$ cat src/hdl/pwci_pkg.sv
`timescale 1ns / 1ps
// Shared types, field widths, register indexes and reset values for the PID block.
package pwci_pkg;

  localparam int unsigned RAW_W      = 16;
  localparam int unsigned MEAS_W     = 10;
  localparam int unsigned ERR_W      = 12;
  localparam int unsigned GAIN_W     = 32;
  localparam int unsigned LIM_W      = 23;
  localparam int unsigned DRIVE_W    = 24;
  localparam int unsigned SAT_W      = 2;
  localparam int unsigned CFG_IDX_W  = 3;
  localparam int unsigned CFG_DATA_W = 32;

  // Register indexes on the configuration port
  localparam logic [CFG_IDX_W-1:0] REG_GAIN_P    = 3'd0;
  localparam logic [CFG_IDX_W-1:0] REG_GAIN_I    = 3'd1;
  localparam logic [CFG_IDX_W-1:0] REG_GAIN_D    = 3'd2;
  localparam logic [CFG_IDX_W-1:0] REG_MEAS_MIN  = 3'd3;
  localparam logic [CFG_IDX_W-1:0] REG_MEAS_MAX  = 3'd4;
  localparam logic [CFG_IDX_W-1:0] REG_OUT_LIMIT = 3'd5;

  // Register reset values
  localparam logic signed [GAIN_W-1:0] GAIN_P_RST    = -32'sd42949673;
  localparam logic signed [GAIN_W-1:0] GAIN_I_RST    = -32'sd214748;
  localparam logic signed [GAIN_W-1:0] GAIN_D_RST    = -32'sd85899346;
  localparam logic [MEAS_W-1:0]        MEAS_MIN_RST  = 10'd20;
  localparam logic [MEAS_W-1:0]        MEAS_MAX_RST  = 10'd1000;
  localparam logic [LIM_W-1:0]         OUT_LIMIT_RST = 23'd1966080;

  // Saturation side codes
  localparam logic [SAT_W-1:0] SAT_NONE = 2'd0;
  localparam logic [SAT_W-1:0] SAT_LOW  = 2'd1;
  localparam logic [SAT_W-1:0] SAT_HIGH = 2'd2;

  typedef struct packed {
    logic [RAW_W-1:0]  measurement;
    logic [MEAS_W-1:0] setpoint;
  } in_t;

  typedef struct packed {
    logic signed [DRIVE_W-1:0] drive;
    logic [SAT_W-1:0]          saturated;
  } out_t;

endpackage

$ cat src/hdl/pwci_mult.sv
`timescale 1ns / 1ps
// Gain products, with the error sum split in two halves (second stage).
module pwci_mult import pwci_pkg::*; #(
  parameter int unsigned SUM_WIDTH = 32
) (
  input  logic                                      clk_i,
  input  logic                                      en_i,
  input  logic signed [GAIN_W-1:0]                  gain_p_i,
  input  logic signed [GAIN_W-1:0]                  gain_i_i,
  input  logic signed [GAIN_W-1:0]                  gain_d_i,
  input  logic signed [ERR_W-1:0]                   err_i,
  input  logic signed [ERR_W-1:0]                   diff_i,
  input  logic signed [SUM_WIDTH-1:0]               sum_i,
  output logic signed [GAIN_W+ERR_W-1:0]            prod_p_o,
  output logic signed [GAIN_W+ERR_W-1:0]            prod_d_o,
  output logic signed [GAIN_W+SUM_WIDTH/2:0]        prod_il_o,
  output logic signed [GAIN_W+SUM_WIDTH-SUM_WIDTH/2-1:0] prod_ih_o
);

  localparam int unsigned LO_W = SUM_WIDTH / 2;
  localparam int unsigned HI_W = SUM_WIDTH - LO_W;

  logic signed [LO_W:0]   sum_lo;
  logic signed [HI_W-1:0] sum_hi;

  // low half is unsigned, high half carries the sign
  assign sum_lo = $signed({1'b0, sum_i[LO_W-1:0]});
  assign sum_hi = sum_i[SUM_WIDTH-1:LO_W];

  always_ff @(posedge clk_i) begin
    if (en_i) begin
      prod_p_o  <= gain_p_i * err_i;
      prod_d_o  <= gain_d_i * diff_i;
      prod_il_o <= gain_i_i * sum_lo;
      prod_ih_o <= gain_i_i * sum_hi;
    end
  end

endmodule

$ cat config.mk
export PLATFORM = sky130hd
export DESIGN_NAME = pwci_mult
export DESIGN_NICKNAME = d
export VERILOG_FILES = /design/src/hdl/pwci_pkg.sv /design/src/hdl/pwci_mult.sv
export SDC_FILE = /design/constraint.sdc
export NUM_CORES = 2
export LEC_CHECK = 0
export BUFFER_PORTS_ARGS = -buffer_cell sky130_fd_sc_hd__buf_4
export CAP_MARGIN = 20
export CORE_ASPECT_RATIO = 0.8
export CORE_MARGIN = 2
export CORE_UTILIZATION = 25
export DETAILED_ROUTE_END_ITERATION = 7
export PLACE_DENSITY = 0.39
export SLEW_MARGIN = 40
export SYNTH_ARGS = -nofsm -noshare
export SYNTH_HDL_FRONTEND = slang
export SYNTH_SLANG_ARGS = --single-unit
$ cat constraint.sdc
create_clock -name clk_i -period 8.01 [get_ports clk_i]
set_input_delay 0.801 -clock clk_i [delete_from_list [all_inputs] [get_ports clk_i]]
set_output_delay 0.801 -clock clk_i [all_outputs]
set_load 0.1 [all_outputs]
# --- Yosys cells after proc, flatten, opt, wreduce, memory -nomap -nowiden ---
# Cells that the tools add are included.
word_totals:
  inputBits: 154
  regBits: 185
classes:
  n_mul: 4
ops:
  columns: ["op", "count"]
  rows:
  - ["$mul 32x12->44", 2]
  - ["$mul 32x17->49", 1]
  - ["$mul 32x16->48", 1]

# --- Longest topological paths before layout ---
depth:
  depth_word: 1
  depth_mapped: 25

# --- Worst setup path after synthesis ---
# OpenSTA, ideal clock, no wires.
synth_path:
  path_type: "input to register"
  startpoint: "input gain_i_i[31]"
  endpoint: "register prod_il_o[48], data pin"
  setup_ns: 0.269
  path_slack_ns: 1.118
  cell_stages: 22
  required_ns: 7.741
  arrival_time_ns: 6.623
  cell_sequence: "clkbuf_1 nand2_1 fa_1 inv_1 fa_1 fa_1 fa_1 fa_1 inv_1 fa_1 inv_1 ha_1 clkbuf_1 a21o_1 a21oi_1 o21bai_1 a21o_1 a21o_1 a221o_1 and3_1 a2111oi_0 nand3_1"
synth_via:
  elab_chain_cells: 1
synth_lines:
  columns: ["item", "line_no", "rtl"]
  rows:
  - ["start: declaration", "pwci_mult.sv:9", "input logic signed [GAIN_W-1:0] gain_i_i,"]
  - ["$mul 32x17->49", "pwci_mult.sv:34", "prod_il_o <= gain_i_i * sum_lo;"]
  - ["end signal: assignment", "pwci_mult.sv:34", null]
  - ["end: declaration", "pwci_mult.sv:16", "output logic signed [GAIN_W+SUM_WIDTH/2:0] prod_il_o,"]
# No other way between the ends.
# A chain may end at the register's enable or synchronous reset.

# --- Worst setup path in the final report ---
layout_path:
  startpoint: "input gain_i_i[11]"
  endpoint: "register prod_ih_o[33], data pin"
layout_via:
  elab_chain_cells: 1
layout_lines:
  columns: ["item", "line_no", "rtl"]
  rows:
  - ["$mul 32x16->48", "pwci_mult.sv:35", "prod_ih_o <= gain_i_i * sum_hi;"]
  - ["end signal: assignment", "pwci_mult.sv:35", null]
  - ["end: declaration", "pwci_mult.sv:17", "output logic signed [GAIN_W+SUM_WIDTH-SUM_WIDTH/2-1:0] prod_ih_o"]
# No other way between the ends.

==> run metrics <==
outcome finished, final reports clean; DP Worst Slack between 0.15 and 0.2 ns; CTS root buf clkbuf_16; Max-Cap Viols 0; Final Max Tran Viols 0; Area Growth Syn to Fin 10.54%; Hold-fix buffers, CTS 0; library cells used by synthesis between 70 and 80; site row count around 170; met1 GRT Util approximately 22%; post-synthesis cell area ~0.067 mm²; most used routing layer met2; RSZ-0062 raised after global routing no; Avg WL per Cell between 15 and 20 µm; CTS tree built; die area between 0.2 and 0.3 mm²; Post-Syn Instances around 7,200; Worst Hold Launch en_i; post-DP HPWL 161,000 µm; Via density between 4 and 5; register area share after synthesis a little over 8%; core footprint around 0.27 mm²; Least-Margin Pin Slew a little over 0.8 ns; number of synthesized flops with an enable pin between 150 and 200; Starting Density 25.20%; kind of critical path in2reg; number of buffers created by CTS 25; Async SR Flop Fraction 0%; Layout Nets between 9,000 and 10,000; Ys Warns 0; CP Data Required Time around 8.4 ns; post-CTS setup buffers 0; Clock Path Buffers 3; Die Height about 470 µm; Hold Crit Class in2reg; Setup crit start kind input port; met3 Use GR 2.341%; FMAX 134.8 MHz; crit path capture type register; DRT Wirelength 197,600 µm; routability cong. ~0.82; hold endpoint prod_ih_o[9]; H-tree Lvls 4; final hold vios 0; die width just under 600 µm; WP data arrival around 7.8 ns; setup total negative slack 0 ns; final worst slack between 0.5 and 0.6 ns; Resize count post-CTS 0; Via Count 47,192; gr ovfl total 0; DR iter-0 viols about 2,200; Yosys reg bits between 150 and 200; vias in the first global route between 50,000 and 60,000; post-route ant nets 0; ys flop type edfxtp_1; met2 usage between 20% and 30%; share of post-route cells with drive strength above 1 ~6.4%; Total GRT Usage 15.05%; final setup vio count 0; crit-path max FO 21; largest net degree at the start of global routing 97; clk sinks ~190; syn nets between 9,000 and 10,000; Hold Path Stages 1; initial antenna violation count 22; Tmin final approximately 7.4 ns; I/O pin total roughly 340; CTS clock-pin slew for the worst setup and hold paths roughly 0.070 ns; DRT Pass-1 Iters 7; max_slew headroom between 40% and 50%; first-pass GRT wire length about 310,000 µm; Final period util just over 90%; Mapped Avg Cell Area slightly above 9 µm²; DRC viols 0; PortBufs approximately 340
==> worst max-delay path: stages <==
cell	delay [ns]
buf_4	0.30
buf_4	0.26
nand2_1	0.09
fa_1	0.55
inv_1	0.05
fa_1	0.48
fa_1	0.59
fa_1	0.45
fa_1	0.49
inv_1	0.05
fa_1	0.47
inv_1	0.04
ha_1	0.35
a21oi_1	0.19
o21ai_0	0.21
a2111oi_0	0.63
a21oi_1	0.20
buf_4	0.22
o21bai_1	0.22
a21oi_1	0.12
o21ai_0	0.22
or4b_2	0.60
o311ai_0	0.13
==> layout make-up <==
cell class	count	area [µm²]
multi-input combinational	4845	53070
timing repair buffer	421	3213
fill	28612	191600
clock inverter	6	78.83
sequential	185	5555
antenna	10	25.02
tap	3505	4385
clock buffer	27	633.1
inverter	1870	7019
==> registers in the layout, indices dropped and copies added, names as in the netlist <==
name,flops
prod_il_o,49
prod_ih_o,48
prod_d_o,44
prod_p_o,44
==> routing by layer <==
| metal | up-vias | part of all wire (%) |
|---|---|---|
| li1 | 21230 | - |
| met4 | 18 | 1.2 |
| met3 | 129 | 4.6 |
| met2 | 805 | 45 |
| met5 | - | 0.054 |
| met1 | 25010 | 49 |
==> metrics by stage <==
step	hold WS [ns]	std cells	util (%)	cell area, µm²
2_1_floorplan	0.9135	7243	-	66930
3_3_place_gp	1.311	10825	27.57	73210
3_5_place_dp	1.232	10826	27.58	73240
4_1_cts	0.5892	10859	27.85	73950
5_1_grt	0.6139	10862	27.85	73960
6_report	0.6329	10869	27.86	73980
==> cells by family (layout without fill, tap and decap cells) <==
kind of cell	after synthesis	after routing	synth area share, %
mux	1	1	0.01496
flops	185	185	8.301
compound gates	497	497	4.855
buf+inv	2213	2324	12.41
xor+xnor	175	175	2.290
other cells	0	10	0
fa+ha+maj	2064	2064	57.11
simple gates	2108	2108	15.02
==> cell usage after synthesis, drive strengths merged, types with 7 or more instances <==
library cell	instances	area, µm²
nand4	12	75.07
edfxtp	185	5555
xnor2	130	1139
o21ai	96	480.5
nand3	31	160.1
and3	23	148.9
nor2	120	452.9
fa	1651	33050
o211ai	13	97.59
a31oi	15	93.84
nand2b	58	362.9
nor2b	24	150.1
nor3	31	155.2
a2111oi	10	106.4
xor2	45	394.1
nand2	1122	4212
and2	655	4098
a21oi	141	705.7
a21boi	7	52.55
a211oi	23	177.7
inv	1870	7019
clkbuf	343	1287
ha	413	5167
o31ai	13	102.6
a21o	80	601.8
o21bai	25	187.7
o21a	25	187.7
==> cell usage in the layout, fill, tap and decap left out, types with 5 or more instances in the layout <==
master	synthesis	routed
fa_1	1651	1651
buf_4	0	417
a21oi_1	141	141
clkbuf_16	0	25
nand2_1	1122	1122
nor2_1	119	119
and2_1	655	655
inv_1	1870	1870
or2_2	6	6
xor2_1	45	45
and4_1	5	5
a31oi_1	15	15
o21bai_1	25	25
o21a_1	25	25
ha_1	413	413
a211oi_1	22	22
a21o_1	79	79
nand4_1	12	12
edfxtp_1	185	185
nor3_1	31	31
o31ai_1	12	11
xnor2_1	130	130
o211ai_1	13	13
nand2b_1	58	58
nor2b_1	24	24
o2111ai_1	6	6
o21ai_0	95	95
diode_2	0	10
or3_1	5	5
a2111oi_0	9	9
and3_1	22	22
a21boi_0	7	7
nand3_1	30	30
==> worst max-delay path by stage <==
stage | start | end | slack, ns | cells after the start
6_report | gain_i_i[11] | prod_ih_o[33] | 0.59 | 23
5_1_grt | gain_i_i[11] | prod_ih_o[47] | 0.40 | 24
4_1_cts | gain_i_i[11] | prod_ih_o[47] | 0.81 | 23
3_5_place_dp | gain_i_i[11] | prod_ih_o[47] | 0.17 | 23
3_3_place_gp | gain_i_i[11] | prod_ih_o[47] | 0.14 | 23
2_1_floorplan | gain_i_i[31] | prod_il_o[48] | 1.12 | 22
Power is left out: the tool's default activity adds up to more than one toggle a clock period on the data nets, which glitch-free logic cannot reach.
