`config.mk`:
```
export PLATFORM = sky130hd
export DESIGN_NAME = pwci_post
export DESIGN_NICKNAME = d
export VERILOG_FILES = /design/src/hdl/pwci_pkg.sv /design/src/hdl/pwci_post.sv
export SDC_FILE = /design/constraint.sdc
export NUM_CORES = 1
export LEC_CHECK = 0
export BUFFER_PORTS_ARGS = -buffer_cell sky130_fd_sc_hd__buf_4
export CORE_ASPECT_RATIO = 1.1
export CORE_MARGIN = 2
export CORE_UTILIZATION = 57
export CTS_BUF_LIST = sky130_fd_sc_hd__clkbuf_8 sky130_fd_sc_hd__clkbuf_16
export DETAILED_ROUTE_END_ITERATION = 10
export GPL_TIMING_DRIVEN = 0
export PLACE_DENSITY_LB_ADDON = 0.25
export SLEW_MARGIN = 15
export SYNTH_ARGS = -nofsm -noshare
export SYNTH_HDL_FRONTEND = slang
export SYNTH_SLANG_ARGS = --single-unit
```
`constraint.sdc`:
```
create_clock -name clk_i -period 5.75 [get_ports clk_i]
set_clock_uncertainty 0.1 [all_clocks]
set_input_delay 0.575 -clock clk_i [delete_from_list [all_inputs] [get_ports clk_i]]
set_output_delay 0.575 -clock clk_i [all_outputs]
set_load 0.01 [all_outputs]
```
`src/hdl/pwci_pkg.sv`:
```
`timescale 1ns / 1ps
// Shared types, field widths, register indexes and reset values for the PID block.
package pwci_pkg;

  localparam int unsigned RAW_W      = 16;
  localparam int unsigned MEAS_W     = 10;
  localparam int unsigned ERR_W      = 12;
  localparam int unsigned GAIN_W     = 32;
  localparam int unsigned LIM_W      = 23;
  localparam int unsigned DRIVE_W    = 24;
  localparam int unsigned SAT_W      = 2;
  localparam int unsigned CFG_IDX_W  = 3;
  localparam int unsigned CFG_DATA_W = 32;

  // Register indexes on the configuration port
  localparam logic [CFG_IDX_W-1:0] REG_GAIN_P    = 3'd0;
  localparam logic [CFG_IDX_W-1:0] REG_GAIN_I    = 3'd1;
  localparam logic [CFG_IDX_W-1:0] REG_GAIN_D    = 3'd2;
  localparam logic [CFG_IDX_W-1:0] REG_MEAS_MIN  = 3'd3;
  localparam logic [CFG_IDX_W-1:0] REG_MEAS_MAX  = 3'd4;
  localparam logic [CFG_IDX_W-1:0] REG_OUT_LIMIT = 3'd5;

  // Register reset values
  localparam logic signed [GAIN_W-1:0] GAIN_P_RST    = -32'sd42949673;
  localparam logic signed [GAIN_W-1:0] GAIN_I_RST    = -32'sd214748;
  localparam logic signed [GAIN_W-1:0] GAIN_D_RST    = -32'sd85899346;
  localparam logic [MEAS_W-1:0]        MEAS_MIN_RST  = 10'd20;
  localparam logic [MEAS_W-1:0]        MEAS_MAX_RST  = 10'd1000;
  localparam logic [LIM_W-1:0]         OUT_LIMIT_RST = 23'd1966080;

  // Saturation side codes
  localparam logic [SAT_W-1:0] SAT_NONE = 2'd0;
  localparam logic [SAT_W-1:0] SAT_LOW  = 2'd1;
  localparam logic [SAT_W-1:0] SAT_HIGH = 2'd2;

  typedef struct packed {
    logic [RAW_W-1:0]  measurement;
    logic [MEAS_W-1:0] setpoint;
  } in_t;

  typedef struct packed {
    logic signed [DRIVE_W-1:0] drive;
    logic [SAT_W-1:0]          saturated;
  } out_t;

endpackage

```
`src/hdl/pwci_post.sv`:
```
`timescale 1ns / 1ps
// Product sum with rounding, then scaling and drive saturation (third and fourth stages).
module pwci_post import pwci_pkg::*; #(
  parameter int unsigned SUM_WIDTH     = 32,
  parameter int unsigned OUT_FRAC_BITS = 16
) (
  input  logic                                      clk_i,
  input  logic                                      en_sum_i,
  input  logic                                      en_out_i,
  input  logic signed [GAIN_W+ERR_W-1:0]            prod_p_i,
  input  logic signed [GAIN_W+ERR_W-1:0]            prod_d_i,
  input  logic signed [GAIN_W+SUM_WIDTH/2:0]        prod_il_i,
  input  logic signed [GAIN_W+SUM_WIDTH-SUM_WIDTH/2-1:0] prod_ih_i,
  input  logic [LIM_W-1:0]                          out_limit_i,
  output out_t                                      out_o
);

  localparam int unsigned LO_W   = SUM_WIDTH / 2;
  localparam int unsigned SHIFT  = GAIN_W - OUT_FRAC_BITS;
  localparam int unsigned TOT_W  = SUM_WIDTH + GAIN_W + 2;
  localparam int unsigned FULL_W = TOT_W - SHIFT;
  localparam logic signed [TOT_W-1:0] ROUND =
    {{(TOT_W-SHIFT){1'b0}}, 1'b1, {(SHIFT-1){1'b0}}};

  logic signed [TOT_W-1:0]  total_d, total_q;
  logic signed [FULL_W-1:0] full_c, lim_pos, lim_neg;
  out_t                     out_d, out_q;

  // exact total plus half an output LSB
  assign total_d = (TOT_W'(prod_ih_i) <<< LO_W) + TOT_W'(prod_il_i)
                 + TOT_W'(prod_p_i) + TOT_W'(prod_d_i) + ROUND;

  always_ff @(posedge clk_i) begin
    if (en_sum_i) begin
      total_q <= total_d;
    end
  end

  always_comb begin
    full_c  = total_q[TOT_W-1:SHIFT];
    lim_pos = $signed({{(FULL_W-LIM_W){1'b0}}, out_limit_i});
    lim_neg = -lim_pos;
    priority if (full_c < lim_neg) begin
      out_d.drive     = lim_neg[DRIVE_W-1:0];
      out_d.saturated = SAT_LOW;
    end else if (full_c > lim_pos) begin
      out_d.drive     = lim_pos[DRIVE_W-1:0];
      out_d.saturated = SAT_HIGH;
    end else begin
      out_d.drive     = full_c[DRIVE_W-1:0];
      out_d.saturated = SAT_NONE;
    end
  end

  always_ff @(posedge clk_i) begin
    if (en_out_i) begin
      out_q <= out_d;
    end
  end

  assign out_o = out_q;

endmodule

```
Word-level counts from Yosys, hierarchy flattened
Cells that the tools add are included.

Flip-flop bits (word level): 92. Logic and storage cells: 12. Output and inout bits: 26.

$lt $le $gt $ge: 2. Add/sub/neg operators: 5. Mux-type cells: 2.

Operators with widths (number): 65-bit by 44-bit adder with 66-bit output (1); 66-bit by 17-bit adder with 66-bit output, second input constant (1); 66-bit by 44-bit adder with 66-bit output (1); 64-bit by 49-bit adder with 65-bit output (1); 26-bit 2-to-1 mux (2); 50-bit by 24-bit > comparator with 1-bit output (1); 50-bit less-than comparator (1); 23-bit negator with 50-bit output (1).

Longest topological paths before layout
Gate-level depths: netlist of run 1.

Word-level depth: 4. Gate-level depth with buffers: 21. Gate-level depth less buffers: 19.

Worst setup path before layout of run 1
OpenSTA, ideal clock, no wires.

Kind: input to register. Start point: input port out_limit_i[2]. End point: register out_q (netlist bit out_o[8]), data pin. Path slack: 1.154 ns. Arrival: 4.235 ns. Stages on the path: 21. Path through: inv_1 > nand3_1 > or3_1 > clkbuf_1 > nor2_1 > nand2_1 > or3_1 > nor4_1 > xnor2_1 > ha_1 > a21o_1 > a21o_1 > a21oi_1 > nand2_1 > o311ai_1 > nand3_1 > xnor2_2 > inv_2 > a21oi_2 > buf_2 > a221o_1.

RTL lines: from (decl) (line pwci_post.sv:14) `input logic [LIM_W-1:0] out_limit_i,`; to (signal assigned) (line pwci_post.sv:57) `out_q <= out_d;`; to (decl) (line pwci_post.sv:27) `out_t out_d, out_q;`.

==> results of run 1 <==
==> power groups by stage <==
stage          logic [W]  clock network (W)  registers (W)
2_1_floorplan    0.00198                  0        0.00111
3_3_place_gp     0.00264                  0        0.00116
3_5_place_dp     0.00271                  0        0.00117
4_1_cts          0.00273           0.000541        0.00116
5_1_grt          0.00311           0.000561        0.00119
6_report         0.00274           0.000532        0.00116
==> cell usage after synthesis (all sizes together), types with 4 or more instances <==
cell | number | area share
a211oi | 14 | 0.0093
a21boi | 6 | 0.0040
a21o | 38 | 0.025
a21oi | 80 | 0.036
a221o | 12 | 0.011
a221oi | 4 | 0.0036
a311oi | 4 | 0.0031
a31oi | 5 | 0.0033
and2 | 4 | 0.0022
and3 | 13 | 0.0072
buf | 13 | 0.0065
clkbuf | 16 | 0.0054
edfxtp | 76 | 0.20
fa | 96 | 0.17
ha | 150 | 0.17
inv | 298 | 0.099
mux2i | 33 | 0.029
nand2 | 61 | 0.020
nand2b | 5 | 0.0028
nand3 | 21 | 0.0097
nand4 | 28 | 0.015
nor2 | 80 | 0.026
nor2b | 9 | 0.0050
nor3 | 24 | 0.011
nor4 | 15 | 0.0083
o211ai | 9 | 0.0060
o21a | 10 | 0.0066
o21ai | 49 | 0.022
o21bai | 6 | 0.0040
o311ai | 5 | 0.0045
o31ai | 5 | 0.0038
or3 | 4 | 0.0022
xnor2 | 48 | 0.038
xor2 | 17 | 0.013
==> per-stage QoR <==
stage	hold WS (ps)	power [W]	setup slack, ps
after floorplan	441	0.00310	1150
after global placement	527	0.00381	153
after detailed placement	525	0.00388	97.7
after CTS	447	0.00443	444
after global routing	457	0.00486	27.8
final	460	0.00444	342
==> area by class of cell <==
class	count	area share
inverter	298	0.0816
clock inverter	7	0.00429
clock buffer	9	0.0164
sequential	76	0.167
timing repair buffer	235	0.129
tap	252	0.0230
buffer	29	0.00986
multi-input combinational	882	0.570
==> critical path: cells and delay by family <==
kind,cells,cell delay [ps]
AND/OR/NAND/NOR,7,1670
AO/OA/AOI/OAI,7,1330
buffers and inverters,6,1210
XOR/XNOR,1,410
adder cells (fa/ha/maj),1,280
==> metal layers <==
| layer | wire length [um] | vias up | share of wire | global-route usage |
|---|---|---|---|---|
| met2 | 12500 | 328 | 0.47 | 0.431 |
| met1 | 11900 | 4453 | 0.45 | 0.348 |
| li1 | - | 4867 | - | - |
| met4 | 632 | 0 | 0.024 | 0.0782 |
| met5 | 0 | - | 0 | 0 |
| met3 | 1410 | 40 | 0.053 | 0.0258 |
==> state kept, by name, indices dropped and copies added (netlist names) <==
signal and cells:
out_o 26, total_q 50
==> kinds of logic after synthesis <==
| group | count (synthesis) | synth area share |
|---|---|---|
| AND/OR/NAND/NOR | 272 | 0.116 |
| flip-flops | 76 | 0.201 |
| AO/OA/AOI/OAI | 266 | 0.158 |
| adder cells (fa/ha/maj) | 246 | 0.335 |
| buffers and inverters | 327 | 0.111 |
| XOR/XNOR | 65 | 0.0509 |
| multiplexers | 33 | 0.0291 |
==> layout by cell type, fill, tap and decap left out, types with 4 or more instances in the layout <==
cell type   synthesis  final
ha_1              150    150
o21bai_1            6      6
a211oi_1           14     14
o211ai_1            9      9
nor3_1             24     24
o31ai_1             4      4
a31oi_1             4      4
edfxtp_1           76     76
o21ai_0            43     43
clkbuf_16           0      9
o21ai_1             5      5
buf_2               8      8
buf_4               2    237
nor4_1             15     15
and3_1             13     13
nand2_1            60     60
a21boi_0            6      6
clkbuf_1           15     15
nor2b_1             9      9
o21a_1             10     10
a221o_1            12     12
xor2_1             17     17
nand3_1            20     20
a21oi_1            77     77
mux2i_1            33     33
a21o_1             38     38
inv_1             297    297
fa_1               96     95
nand2b_1            5      5
and2_1              4      4
nor2_1             80     80
nand4_1            28     28
clkinvlp_4          0      4
or3_1               4      4
xnor2_1            47     47
a311oi_1            4      4
==> path summary, 6_finish.rpt <==
path / startpoint / endpoint / slack (ps) / cells after the start
setup / recovery: out_limit_i[0] / out_o[6] / 340 / 22
hold / removal: out_limit_i[7] / out_o[9] / 460 / 2
setup reg to reg: total_q[17] / out_o[6] / 2010 / 12
hold reg to reg: total_q[19] / out_o[5] / 550 / 1
==> results.cfg, run 1 <==
[outcome]
status = finished clean

[clock_network]
cts_resized = 0
root_buffer = clkbuf_16
cts-htree-levels = 3
cts_sinks = 76
insertion_delay_ps = 340
clockBufferDepth = 2
cts_buffers = 9
cts_setup_buffers = 0
holdBufCountCts = 0
clk_pin_slew_ps = 60
cts_tree = built

[sta]
period_minus_slack_ps = 5410
finalCritPeriodShare = 0.940
rsz0062_at_grt = false
max_slew_margin = 0.515
setup_violations = 0
tns_ps = 0
tightest_slew_ps = 710
drv_slew = 0
clock.fmax_ghz = 0.185
finalHoldViolCount = 0

[routing]
drt-vias-per-instance = 5.42
wl_um = 26400
drt_iter0_drc = 559
ant_nets = 0
drcViolationCount = 0
vias = 9688
wl_per_cell_um = 14.8
dr.pass1.iters = 5

[worst_setup_path]
worstPathArrival_ps = 5500
worstSetupEndpointType = flip-flop
crit_chain = buf_4 > inv_1 > nand3_1 > or3_1 > clkbuf_1 > nor2_1 > nand2_1 > or3_1 > clkbuf_1 > nor2_1 > ha_1 > a21o_1 > a21o_1 > a21oi_1 > o21ai_0 > a22oi_1 > nand3_1 > xnor2_2 > inv_2 > a21oi_2 > buf_2 > a221o_1
required_ps = 5850
worstPathMaxFanout = 10
start_kind = input pin
slowest_stage = or3_1
crit_type = in -> reg
max_stage_delay_ps = 440

[floorplanning]
core_area_sq_um = 19700
ios = 237
die_h_um = 152
initial_core_util = 0.577
rows = 54
fp.dieW_um = 138
die_area_sq_um = 21000

[synth]
synth.distinct_cells = 71
synth_edf_count = 76
seq_area_frac_synth = 0.201
async_flop_share = 0
synth_seq_cells = 76
synthFlopType = edfxtp_1
syn-num-nets = 1742
syn_avg_cell_area_sq_um = 8.82
synthCells = 1285
ys_warn_count = 0
netlist_area_sq_um = 11300

[global_routing]
track_usage = 0.255
grt_pass1_vias = 9675
grt_max_degree = 51
grt_pass1_wl_um = 44800
overflow = 0
grt_antenna_before_repair = 0

[finish]
multi_input_area_sq_um = 7800
fin_nets = 1988
syn_to_final_growth_pct = 20.9
seqCellArea_sq_um = 2280
layout-drive-gt1-share = 0.182
instances_no_fill = 1788
design_area_sq_um = 13700
diodes = 0
final_core_util = 0.697
fillerInstances = 1587

[place]
dpl.cell_count = 1772
dp_hpwl_um = 23000
io_buffers = 235
finalWeightedCongestion = 0.904
dpl-instance-area_sq_um = 13400

[power_and_ir_drop]
peakVddDrop_v = 0.000177
p_sw_frac = 0.440
powerDensity_nw_per_um2 = 324
p_seq_frac = 0.262
power_switching_w = 0.00195
clockPowerShare = 0.120
internal_power_w = 0.00249
comb_power_share = 0.618
power.leakage_nw = 7.07

[worst_hold_path]
min_path_type = in -> reg

[job]
max-cap-violations = 0
Note: power is estimated with default switching activity, not from simulation.
==> inputs of run 2 (changes only) <==
--- a/config.mk
+++ b/config.mk
@@ -7,8 +7,8 @@
 export LEC_CHECK = 0
 export BUFFER_PORTS_ARGS = -buffer_cell sky130_fd_sc_hd__buf_4
 export CORE_ASPECT_RATIO = 1.1
-export CORE_MARGIN = 2
-export CORE_UTILIZATION = 57
+export CORE_MARGIN = 4
+export CORE_UTILIZATION = 52
 export CTS_BUF_LIST = sky130_fd_sc_hd__clkbuf_8 sky130_fd_sc_hd__clkbuf_16
 export DETAILED_ROUTE_END_ITERATION = 10
 export GPL_TIMING_DRIVEN = 0
==> constraint.sdc (replaced) <==
create_clock -name clk_i -period 4.7 [get_ports clk_i]
set_clock_uncertainty 0.1 [all_clocks]
set_input_delay 0.47 -clock clk_i [delete_from_list [all_inputs] [get_ports clk_i]]
set_output_delay 0.47 -clock clk_i [all_outputs]
set_load 0.01 [all_outputs]
==> run 2 against run 1 <==
Critical path depth fell by 1. Worst hold slack got worse by 100 ps. Sequential share of layout area fell by 0.50 points. Combinational power rose by 26%. Die area rose by 15%. Non-clock buffer count rose by 14. First-iteration DRC count fell by 20%. Sequential power rose by 23%. Largest cell class unchanged. Largest power group unchanged.
==> results.cfg, run 2 (same netlist as run 1, synthesis figures left out) <==
[global_routing]
grt_use_met1 = 0.306
track_usage = 0.229
busiest_layer = met2
grt_max_degree = 51
grt_antenna_before_repair = 0
grt_pass1_wl_um = 45700
grt_pass1_vias = 9749
use_met2 = 0.390
globalRouteMet3Util = 0.0323
overflow = 0

[power_and_ir_drop]
total_power_w = 0.00563
p_sw_frac = 0.431
clockPowerShare = 0.135
powerDensity_nw_per_um2 = 398
internal_power_w = 0.00320
peakVddDrop_v = 0.000218
p_seq_frac = 0.253
power.leakage_nw = 7.23
power_switching_w = 0.00243
comb_power_share = 0.612

[worst_setup_path]
critPathLaunch = out_limit_i[1]
start_kind = input pin
reg2reg_to = out_o[2]
crit_type = in -> reg
max_stage_delay_ps = 460
r2r_slack_ps = 1360
worstSetupEndpointType = flip-flop
worstPathArrival_ps = 4530
worstPathMaxFanout = 10
slowest_stage = or3_4
rr_startpoint = total_q[17]
required_ps = 4680
crit_chain = buf_6 > inv_4 > nand3_4 > or3_4 > nor2_4 > nand2_2 > or3_4 > nor4_4 > xnor2_2 > ha_1 > a21o_1 > a21o_1 > a21oi_2 > nand2_1 > o311ai_4 > nand3_2 > xnor2_4 > inv_4 > a21oi_2 > buf_4 > o21ai_0
reg2regPathDepth = 12

[worst_hold_path]
min_path_cells = 2
holdPathEnd = out_o[9]
min_path_type = in -> reg
min-delay-start = out_limit_i[7]

[sta]
period_minus_slack_ps = 4550
rsz0062_at_grt = false
clock.fmax_ghz = 0.220
tightest_slew_ps = 816
max_slew_margin = 0.442
finalCritPeriodShare = 0.968
finalHoldViolCount = 0
timing.final.ws_setup_ps = 149
drv_slew = 0
setup_violations = 0

[place]
dp_hpwl_um = 24200
io_buffers = 235
dpl_worst_slack_ps = -875
finalWeightedCongestion = 0.914

[clock_network]
cts-htree-levels = 3
cts_tree = built
cts_sinks = 76
root_buffer = clkbuf_16
insertion_delay_ps = 340
clockBufferDepth = 2
clk_pin_slew_ps = 60
holdBufCountCts = 0
cts_buffers = 9

[finish]
fin_nets = 2002
mostFrequentLayoutCells = 294 x inv_1, 248 x buf_4, 150 x ha_1
diodes = 0
largest_reg_flops = 50
largest_register = total_q
syn_to_final_growth_pct = 24.6
final_common_cell = inv_1
layout-drive-gt1-share = 0.208

[floorplanning]
ios = 237
initial_core_util = 0.531
fp.dieW_um = 149
die_h_um = 163
core_area_sq_um = 21400
die_area_sq_um = 24200
rows = 56

[routing]
drt_iter0_drc = 449
wl_per_cell_um = 15.2
drcViolationCount = 0
drt-vias-per-instance = 5.27
wl_um = 27900
vias = 9694
dr.pass1.iters = 6
ant_nets = 0

[outcome]
status = finished clean

[job]
max-cap-violations = 0
==> run 2: stage by stage <==
stage / hold WS [ps] / area (sq um) / util / TNS [ps] / cells
floorplan: 441 / 11300 / - / 0 / 1285
detailed placement: 526 / 13500 / 0.630 / -18310 / 1810
global placement: 519 / 13500 / 0.630 / -18630 / 1810
global route: 365 / 14100 / 0.661 / 0 / 1840
finish: 359 / 14100 / 0.661 / 0 / 1840
CTS: 350 / 13900 / 0.651 / 0 / 1828
==> run 2: repair_timing <==
| item | 4_1_cts | 5_1_grt |
|---|---|---|
| gates resized for setup | 20 | 31 |
| setup endpoints to repair | 24 | 26 |
| buffers inserted | 3 | 11 |
| cloned | 0 | 1 |
| pin swaps | 3 | 15 |
==> run 2: power groups by stage <==
stage	clock network, W	logic (W)	registers, W
floorplan	0	0.00243	0.00136
CTS	0.000769	0.00338	0.00142
finish	0.000757	0.00345	0.00143
global route	0.000792	0.00388	0.00145
global placement	0	0.00325	0.00143
detailed placement	0	0.00333	0.00143
==> run 2: worst max-delay path by stage <==
stage | endpoint | slack [ps] | depth (start not counted)
2_1_floorplan | out_o[8] | 210 | 21
5_1_grt | out_o[10] | 40 | 21
4_1_cts | out_o[18] | 40 | 21
6_report | out_o[2] | 150 | 21
3_5_place_dp | out_o[2] | -870 | 22
3_3_place_gp | out_o[2] | -900 | 22
==> run 2: worst max-delay path, delay by kind of cell <==
kind	cells	cell delay, ps
simple gates	8	1700
xor+xnor	2	400
compound gates	6	1100
buf+inv	4	510
fa+ha+maj	1	330
==> run 2: area by class of cell <==
| class | instances | area (sq um) |
|---|---|---|
| repair buffers | 250 | 1910 |
| clock inverters | 7 | 103 |
| well taps | 290 | 363 |
| fillers | 1758 | 7240 |
| flip-flops and latches | 76 | 2280 |
| plain buffers | 28 | 155 |
| inverters | 298 | 1130 |
| multi-input cells | 882 | 7960 |
| clock buffers | 9 | 225 |
==> run 2: per-layer routing <==
layer  part of all wire  vias to the layer above
li1                   -                     4890
met1               0.44                     4479
met2               0.48                      290
met3              0.058                       35
met4              0.018                        0
met5                  0                        -
